<file path="config.mk">
export PLATFORM = sky130hd
export DESIGN_NAME = sbga_ctrl
export DESIGN_NICKNAME = d
export VERILOG_FILES = /design/src/rtl/shared_baud_generator_allocator_defines.svh /design/src/rtl/sbga_pkg.sv /design/src/rtl/sbga_ctrl.sv
export SDC_FILE = /design/constraint.sdc
export NUM_CORES = 1
export LEC_CHECK = 0
export ABC_AREA = 1
export BUFFER_PORTS_ARGS = -buffer_cell sky130_fd_sc_hd__buf_2
export CAP_MARGIN = 20
export CORE_AREA = 3 3 40 42
export DETAILED_ROUTE_END_ITERATION = 10
export DIE_AREA = 0 0 43 45
export PLACE_DENSITY = 0.43
export SYNTH_ARGS = -nofsm -noshare
export SYNTH_HDL_FRONTEND = slang
export SYNTH_SLANG_ARGS = --single-unit
</file>
<file path="constraint.sdc">
create_clock -name clk -period 1.7 [get_ports clk]
set_input_delay 0.17 -clock clk [delete_from_list [all_inputs] [get_ports clk]]
set_output_delay 0.17 -clock clk [all_outputs]
set_load 0.01 [all_outputs]
</file>
<file path="src/rtl/shared_baud_generator_allocator_defines.svh">
// Assertion macros used by the file that carries checks.
`ifndef SHARED_BAUD_GENERATOR_ALLOCATOR_DEFINES_SVH
`define SHARED_BAUD_GENERATOR_ALLOCATOR_DEFINES_SVH

// The consequent must hold in the same cycle as the antecedent.
`define SBGA_ASSERT_IMP(lbl, clk, rst_n, ante, cons) \
    lbl: assert property (@(posedge clk) disable iff (!rst_n) (ante) |-> (cons)) \
        else $error("sbga check failed");

// The consequent must hold in the cycle after the antecedent.
`define SBGA_ASSERT_NEXT(lbl, clk, rst_n, ante, cons) \
    lbl: assert property (@(posedge clk) disable iff (!rst_n) (ante) |=> (cons)) \
        else $error("sbga check failed");

`endif

</file>
<file path="src/rtl/sbga_pkg.sv">
`default_nettype none

package sbga_pkg;

    localparam int NUM_GENERATORS = 4;
    localparam int NUM_CHANNELS   = 6;

    localparam int CLK_W    = 28;
    localparam int CHAN_W   = 3;
    localparam int BAUD_W   = 22;
    localparam int STATUS_W = 2;
    localparam int GEN_W    = 2;
    localparam int WORD_W   = 17;

    localparam int GEN_IDX_W = (NUM_GENERATORS > 1) ? $clog2(NUM_GENERATORS) : 1;
    localparam int USERS_W   = $clog2(NUM_CHANNELS + 1);

    localparam int PRESCALE_SHIFT = 4;
    localparam int NUM_W          = CLK_W - PRESCALE_SHIFT + 1;
    localparam int REM_W          = BAUD_W + 1;
    localparam int STEP_CNT_W     = $clog2(NUM_W);
    localparam int DIV_W          = 13;
    localparam int DIVM1_W        = DIV_W - 1;
    localparam int PAD_W          = WORD_W - DIVM1_W - 2;

    localparam logic [CLK_W-1:0] CLK_RESET     = CLK_W'(50000000);
    localparam logic [DIV_W-1:0] DIV_LIMIT     = DIV_W'(4096);
    localparam logic [NUM_W:0]   PRESCALE_HALF = (NUM_W + 1)'(8);

    localparam logic [STATUS_W-1:0] ST_GRANTED = 2'd0;
    localparam logic [STATUS_W-1:0] ST_BAD     = 2'd1;
    localparam logic [STATUS_W-1:0] ST_NO_GEN  = 2'd2;

    typedef struct packed {
        logic load;
        logic step;
        logic make_word;
        logic commit;
    } sbga_cmd_t;

    typedef struct packed {
        logic div_last;
    } sbga_sts_t;

endpackage

`default_nettype wire

</file>
<file path="src/rtl/sbga_ctrl.sv">
`default_nettype none

module sbga_ctrl
    import sbga_pkg::*;
(
    input  wire logic      clk,
    input  wire logic      rst_n,
    input  wire logic      req_valid,
    output logic           req_ready,
    output logic           rsp_valid,
    input  wire logic      rsp_ready,
    output sbga_cmd_t      cmd,
    input  wire sbga_sts_t sts
);

    localparam logic [1:0] S_IDLE  = 2'd0;
    localparam logic [1:0] S_DIV   = 2'd1;
    localparam logic [1:0] S_WORD  = 2'd2;
    localparam logic [1:0] S_ALLOC = 2'd3;

    logic [1:0] state_reg;
    logic [1:0] state_next;
    logic       rsp_valid_reg;
    logic       rsp_valid_next;

    always_comb
    begin
        state_next     = state_reg;
        cmd            = '0;
        req_ready      = 1'b0;
        rsp_valid_next = rsp_valid_reg && !rsp_ready;
        case (state_reg)
            S_IDLE:
            begin
                req_ready = 1'b1;
                if (req_valid)
                begin
                    cmd.load   = 1'b1;
                    state_next = S_DIV;
                end
            end
            S_DIV:
            begin
                cmd.step = 1'b1;
                if (sts.div_last)
                begin
                    state_next = S_WORD;
                end
            end
            S_WORD:
            begin
                cmd.make_word = 1'b1;
                state_next    = S_ALLOC;
            end
            S_ALLOC:
            begin
                if (!rsp_valid_reg || rsp_ready)
                begin
                    cmd.commit     = 1'b1;
                    rsp_valid_next = 1'b1;
                    state_next     = S_IDLE;
                end
            end
            default:
            begin
                state_next = S_IDLE;
            end
        endcase
    end

    always_ff @(posedge clk or negedge rst_n)
    begin
        if (!rst_n)
        begin
            state_reg     <= S_IDLE;
            rsp_valid_reg <= 1'b0;
        end
        else
        begin
            state_reg     <= state_next;
            rsp_valid_reg <= rsp_valid_next;
        end
    end

    assign rsp_valid = rsp_valid_reg;

endmodule

`default_nettype wire

</file>
==> results.cfg <==
[hold_path]
hold-path-endpoint = rsp_valid
hold_class = in2reg
min-delay-start = rsp_ready
hold_path_depth = 4

[clock_tree]
ctsHoldBuffers = 1
clockRootBuffer = clkbuf_4
clock-sinks = 3
postCtsSetupRepairBufs = 0
cts_tree = yes
clk_path_buf_depth = 2
clock_latency_ns = 0.23
cts-resized-gates = 0
path_clk_slew_ns = 0.03
cts_htree_levels = 1
cts_buffers = 3

[setup_path]
arrival_ns = 1.16
cp_max_fo = 4
crit_path_start_kind = register
rr_startpoint = state_reg[0]
critical_path_class = reg2out
required_ns = 1.53
rr_worst_depth = 6
timing.rr.end = state_reg[1]
rrSetupSlack_ns = 0.59
worstSetupEndpointType = output pin

[route]
dr_total_vias = 213
post_drt_via_cell_ratio = 3.49
detail-route-antenna-nets = 0
drt_first_pass_iters = 2
drc = 0
drt_iter0_drc = 2
wl_per_cell_microns = 7.48
route.final.wire_length_microns = 456

[synthesis]
postSynthCellCount = 31
synthTopCellsByCount = inv_1, nand2_1, ha_1
syn_area_per_cell_sq_um = 7.71
ys_ff_latch = 3
synth_top_area_cell = dfrtp_1
synthDistinctLibCells = 8
synth_top_area_share_pct = 31.4
ys_warn_count = 0
syn-num-nets = 40
yosysMostFrequentCell = inv_1
synth_area_leaders = dfrtp_1, ha_1, inv_1
synthArstFlopShare_pct = 100
ys.flop_type = dfrtp_1
synth_area_sq_um = 239
ys_seq_area_share_pct = 31.4
synth-edff-count = 0

[timing]
rsz0062_at_grt = false
tns_ns = 0
min_period_ns = 1.33
finalMaxSlewViolations = 0
fin_skew_ns = 0.000919
tightest_slew_ns = 0.143
relSlewSlack_pct = 90.5
fin_crit_sh_pct = 78.2
fmax_mhz = 752
finalHoldWorstSlack_ns = 0.217
hold_viol = 0
setup_viol = 0
worst_slack_ns = 0.370

[floorplanning]
die_h_microns = 45
core_sq_um = 1280
fp.dieArea_sq_um = 1940
ios = 11
row_count = 13
fp.dieW_microns = 43
start_util_pct = 18.6

[outcome]
status = complete, no violations

[global_routing]
grt_usage_pct = 5.33
grt_busiest_layer = met2
grt_pass1_wl_microns = 738
grt-ovfl-total = 0
grt_max_degree = 5
grt_use_met2_pct = 8.98
gr-usage-met1_pct = 5.31
antenna_found_initial = 0
grt_use_met3_pct = 0
grt_pass1_vias = 211

[place]
post-dp-hpwl_microns = 386
post-place-ws_ns = 0.584
gp_congestion = 0.610
port_buffers = 10

[finish]
largest_reg_flops = 2
n_fill_cell = 146
diodes = 0
drive_above_1_share_pct = 37.0
seqCellArea_sq_um = 75.1
multi_input_area_sq_um = 130
synthToLayoutAreaGrowth_pct = 44.0
nets = 56

[power]
powerDensity_nw_per_um2 = 1730
peakVddDrop_mv = 0.355
power.leakage_nw = 0.219

[flow_run]
drv_cap = 0
-- kinds of logic after synthesis --
kind of cell	Yosys count	synth area share, %
AOI/OAI and AO/OA	1	2.09
and+or+nand+nor	14	31.4
DFF	3	31.4
adders and majority gates	4	20.9
buffers and inverters	9	14.1
-- per-layer routing --
layer,wire [microns],vias to the layer above
li1,-,122
met1,184,87
met2,244,4
met3,27,0
met4,0,0
met5,0,-
-- metrics by stage --
step | power, mW | utilization [%] | instance area [sq um] | instances
final | 0.596 | 26.8 | 344 | 61
after CTS | 0.613 | 26.8 | 344 | 61
after detailed placement | 0.485 | 24.0 | 308 | 56
after global routing | 0.677 | 26.8 | 344 | 61
after global placement | 0.490 | 24.0 | 308 | 56
after floorplan | 0.377 | - | 239 | 31
-- how the worst max path moves through the flow --
stage	from	slack (ns)	cells past startpoint	end
floorplan	state_reg[0]	0.62	6	state_reg[0]
global placement	state_reg[0]	0.59	6	state_reg[1]
detailed placement	state_reg[0]	0.58	6	state_reg[1]
CTS	state_reg[1]	0.35	5	cmd[3]
global route	state_reg[1]	0.22	5	cmd[3]
finish	state_reg[0]	0.37	5	cmd[3]
-- critical path, cell delays in order, from the launching register on --
cell and delay (ns):
dfrtp_1 0.40, inv_1 0.09, ha_1 0.22, nand2_1 0.06, inv_1 0.05, buf_2 0.12
-- report_power, final --
group	total, mW	internal [mW]	switching [mW]	leakage (nW)
Clock	0.120	0.0876	0.0319	0.0150
Combinational	0.332	0.140	0.192	0.168
Sequential	0.145	0.110	0.0354	0.0367
Total	0.596	0.337	0.259	0.219
-- area by class of cell --
cell class,instances,share of cell area [%]
clock buffer,4,7.64
inverter,9,9.82
multi-input combinational,19,37.8
sequential,3,21.8
tap,15,5.45
timing repair buffer,11,17.5
-- cell usage in the layout (no fill, tap or decap) --
| cell | n |
|---|---|
| a21oi_1 | 1 |
| clkbuf_1 | 1 |
| ha_1 | 4 |
| nand2_2 | 2 |
| clkbuf_4 | 3 |
| inv_1 | 9 |
| nand2_1 | 8 |
| nand3_2 | 2 |
| dlygate4sd3_1 | 1 |
| dfrtp_1 | 3 |
| nand4_1 | 2 |
| buf_2 | 10 |
No activity file was read; power rests on OpenSTA's default activity.
